--- src/hdl/prac_pkg.sv ---
`timescale 1ns / 1ps
// Shared types and constants for the point rotation pipeline.
// Depends on nothing; used by prac_cordic_stage and point_rotate_about_center.
package prac_pkg;

    localparam int CORDIC_STAGES_DEF = 16;
    localparam int TABLE_LEN         = 32;

    // Datapath widths: offset, CORDIC x/y with 16 guard bits, residual angle
    localparam int DW = 33;
    localparam int XW = 51;
    localparam int ZW = 34;
    localparam int RW = XW - 16;

    // Gain compensation 0.6072529350 in Q2.30
    localparam logic signed [31:0] GAIN_Q30 = 32'sd652032874;

    // Turn constants in Q16.16 degrees
    localparam logic signed [ZW-1:0] QUARTER_TURN = 34'sd5898240;
    localparam logic signed [ZW-1:0] HALF_TURN    = 34'sd11796480;
    localparam logic signed [ZW-1:0] THREE_QUARTER = 34'sd17694720;
    localparam logic signed [ZW-1:0] FULL_TURN    = 34'sd23592960;

    // Full turn is 45 * 2^19: reduce the top angle bits modulo 45
    localparam logic [13:0] TURN_DIV  = 14'd45;
    localparam logic [13:0] MOD_BIAS  = 14'd4140;
    localparam logic [24:0] DIV_RECIP = 25'd1456;

    // atan(2^-i) in degrees, 24 fraction bits
    localparam logic [29:0] ATAN_Q24 [TABLE_LEN] = '{
        30'd754974720, 30'd445687602, 30'd235489088, 30'd119537938,
        30'd60000934,  30'd30029717,  30'd15018523,  30'd7509720,
        30'd3754917,   30'd1877466,   30'd938734,    30'd469367,
        30'd234684,    30'd117342,    30'd58671,     30'd29335,
        30'd14668,     30'd7334,      30'd3667,      30'd1833,
        30'd917,       30'd458,       30'd229,       30'd115,
        30'd57,        30'd29,        30'd14,        30'd7,
        30'd4,         30'd2,         30'd1,         30'd0
    };

    typedef struct packed {
        logic signed [XW-1:0] x;
        logic signed [XW-1:0] y;
        logic signed [ZW-1:0] z;
        logic signed [31:0]   cx;
        logic signed [31:0]   cy;
    } t_cordic_word;

endpackage

--- src/hdl/prac_cordic_stage.sv ---
`timescale 1ns / 1ps
// One registered rotation-mode CORDIC micro-rotation in degrees.
// Depends on prac_pkg for the word type and the arctangent table.
module prac_cordic_stage #(
    parameter int SHIFT = 0
) (
    input  logic                  i_clk,
    input  logic                  i_rst_n,
    input  logic                  i_valid,
    input  prac_pkg::t_cordic_word i_word,
    output logic                  o_valid,
    output prac_pkg::t_cordic_word o_word
);
    import prac_pkg::*;

    logic signed [XW-1:0] xs;
    logic signed [XW-1:0] ys;
    logic signed [ZW-1:0] step;
    t_cordic_word         n_word;
    t_cordic_word         r_word;
    logic                 r_valid;

    always_comb begin
        xs   = i_word.x >>> SHIFT;
        ys   = i_word.y >>> SHIFT;
        step = $signed({{(ZW-30){1'b0}}, ATAN_Q24[SHIFT]});
        n_word = i_word;
        // rotate toward zero residual angle
        if (!i_word.z[ZW-1]) begin
            n_word.x = i_word.x - ys;
            n_word.y = i_word.y + xs;
            n_word.z = i_word.z - step;
        end else begin
            n_word.x = i_word.x + ys;
            n_word.y = i_word.y - xs;
            n_word.z = i_word.z + step;
        end
    end

    always_ff @(posedge i_clk) begin
        if (!i_rst_n) begin
            r_valid <= 1'b0;
        end else begin
            r_valid <= i_valid;
        end
    end

    always_ff @(posedge i_clk) begin
        r_word <= n_word;
    end

    assign o_valid = r_valid;
    assign o_word  = r_word;

endmodule

--- config.mk ---
export PLATFORM = sky130hd
export DESIGN_NAME = prac_cordic_stage
export DESIGN_NICKNAME = d
export VERILOG_FILES = /design/src/hdl/prac_pkg.sv /design/src/hdl/prac_cordic_stage.sv
export SDC_FILE = /design/constraint.sdc
export NUM_CORES = 1
export LEC_CHECK = 0
export BUFFER_PORTS_ARGS = -buffer_cell sky130_fd_sc_hd__buf_4
export CAP_MARGIN = 20
export CORE_ASPECT_RATIO = 0.75
export CORE_MARGIN = 2
export CORE_UTILIZATION = 48
export DETAILED_ROUTE_END_ITERATION = 12
export MAX_ROUTING_LAYER = met4
export PLACE_DENSITY = 0.78
export SETUP_SLACK_MARGIN = 0.02
export SKIP_LAST_GASP = 1
export SYNTH_ARGS = -nofsm -noshare
export SYNTH_HDL_FRONTEND = slang
export SYNTH_SLANG_ARGS = --single-unit
--- constraint.sdc ---
create_clock -name i_clk -period 3.6 [get_ports i_clk]
set_clock_uncertainty 0.2 [all_clocks]
set_input_delay 0.72 -clock i_clk [delete_from_list [all_inputs] [get_ports i_clk]]
set_output_delay 0.72 -clock i_clk [all_outputs]
set_load 0.1 [all_outputs]
==> results.yml <==
synthesis:
  synth.distinct_cells: 71
  postSynthCellCount: 1666
  synthDominantCellAreaShare: 0.300
  ys_seq_area_frac: 0.300
  synthFlopType: "dfxtp_1"
  ys_warn_count: 0
  syn_nets: 2031
  async_flop_share: 0
  netlist_top_cells_area: "dfxtp_1, ha_1, a21oi_1, xnor2_1, inv_1"
  synth_seq_cells: 200
  synth.avg_cell_area_um2: 8.02
  netlist_area_mm2: 0.0134
  synth-edff-count: 0
  synth_top_area_cell: "dfxtp_1"
critical_path:
  path_max_fanout: 5
  crit_top_cell: "buf_4"
  crit_path_top_delay_cell: "nor2b_2"
  worst_ep_required_time_ns: 3.77
  critPathBufInv: 4
  slowest_delay_ns: 0.35
  worstSetupStartpointType: "input pin"
  path_cells: "buf_4 > inv_1 > ha_4 > nor2b_2 > o2111ai_1 > a211oi_1 > nor3_1 > buf_4 > a211oi_2 > buf_4 > a2bb2oi_2 > a21o_1 > a21oi_1 > o211ai_1 > o21ai_0 > xnor2_1"
  cp_top_family: "compound AO/OA/AOI/OAI gates"
  end_kind: "register"
  setup.worst_path.class: "input pin to register"
  arrival_ns: 3.91
grt:
  grt_pass1_vias: 15400
  grt_usage: 0.408
  grt_pass1_wl_mm: 88.5
  grt_max_degree: 62
  grt_overflow_total: 0
  antenna_found_initial: 1
power:
  ir_drop_v: 0.000388
  power_w: 0.0109
  pwr_density_cell_mw_per_mm2: 527
  power_leakage_nw: 10.1
floorplan:
  start_util: 0.491
  coreArea_mm2: 0.0272
  pin_count: 404
  fp-row-count: 52
  die_area_mm2: 0.0292
  die_h_um: 148
  die_w_um: 197
sta:
  worst_slew_pin_slew_ns: 0.837
  relSlewSlack: 0.436
  fin_setup_tns_ns: -0.575
  min_period_ns: 3.74
  fin_crit_sh: 1.04
  slew_viol_final: 0
  finalHoldViolations: 0
  rsz0062_at_grt: "yes"
  whs_ns: 0.137
  fin_ws_ns: -0.145
  clock.fmax_mhz: 267
  setup_viol: 6
clocking:
  cts_tree: "yes"
  path_clk_slew_ns: 0.09
  ctsHoldBuffers: 0
  cts-htree-levels: 4
  cts_inserted_buffers: 17
  clkSinkCount: 200
  clockBufferDepth: 2
  cts_root_buffer: "clkbuf_16"
placement:
  numPortBuffers: 403
  place.gp.congestion: 1.08
  hpwl_mm: 48.4
hold_path:
  min_path_type: "input pin to register"
layout:
  areaGrowthSynthToFinish_pct: 54.4
  drive_gt1_frac: 0.379
  n_fill_cell: 2043
  layout.nets: 2779
  mostFrequentLayoutCell: "buf_4"
  final_cell_mix: "buf_4, a21oi_1, dfxtp_1"
detailed_routing:
  vias: 16300
  wl_mm: 62.9
  via_per_inst: 5.86
  ant_nets: 0
  first_pass_iters: 8
  routedWlPerCell_um: 22.6
  drcViolationCount: 0
  drtIter0Drc: 2025
status:
  outcome: "complete, but fails checks"
  violations: "negative setup slack"
job:
  max_cap_violations: 0
-- cell families (layout without fill, tap and decap cells) --
family,Yosys count,count (layout),synth area share
other cells,0,1,0
xor+xnor,106,106,0.0695
mux,19,19,0.0144
buf+inv,249,1010,0.0711
fa+ha+maj,162,162,0.154
simple gates,359,359,0.129
flops,200,200,0.300
compound gates,571,571,0.262
-- what timing repair did --
action,4_1_cts,5_1_grt
gates resized for setup,8,64
endpoints found under the hold margin,0,0
buffers inserted,0,23
pin swaps,1,35
setup endpoints to repair,18,42
-- path summary, 6_finish.rpt --
| check | start | endpoint | slack, ns | cells after the start |
|---|---|---|---|---|
| setup / recovery | i_word[99] | o_word[137] | -0.14 | 16 |
| hold / removal | i_word[24] | o_word[24] | 0.14 | 1 |
-- Yosys cell counts (all sizes together), types with 10 or more instances --
master	n
mux2i	17
nand4	22
o21a	11
buf	20
a21oi	236
clkbuf	56
o21ai	117
nand3	22
ha	158
a21o	31
nor3	27
a211oi	16
o31ai	21
xor2	10
nor2b	14
nand2b	12
nor2	119
o21bai	44
xnor2	96
nand2	83
nor4	19
a2111oi	10
o211ai	17
inv	167
dfxtp	200
-- final cells by class --
class	count	area, um2	area share
multi-input cells	1217	8780	0.426
repair buffers	805	6080	0.295
flip-flops and latches	200	4000	0.194
inverters	173	653	0.0317
well taps	351	439	0.0213
clock buffers	17	425	0.0206
clock inverters	15	240	0.0116
diodes	1	2.50	0.000121
-- per-stage QoR --
step	util	cells	setup WS, ns	cell area (um2)
2_1_floorplan	-	1666	-0.0187	13400
3_3_place_gp	0.715	2723	-0.481	19400
3_5_place_dp	0.715	2723	-0.616	19400
4_1_cts	0.741	2755	0.0198	20100
5_1_grt	0.759	2779	-0.204	20600
6_report	0.759	2779	-0.145	20600
-- flip-flops by register name, indices dropped and copies added (netlist names) --
register	flops
o_valid	1
o_word	199
-- metal layers --
metal,vias to the layer above,global-route usage,share of wire
met5,-,-,0
met4,0,0.122,0.041
met1,7607,0.533,0.41
met2,1145,0.617,0.43
met3,216,0.114,0.12
li1,7310,-,-
-- where the power goes --
group / switching (W) / internal, W
clock network: 0.00109 / 0.00110
registers: 0.000143 / 0.00257
logic: 0.00427 / 0.00170
(Power assumes the default switching activity.)
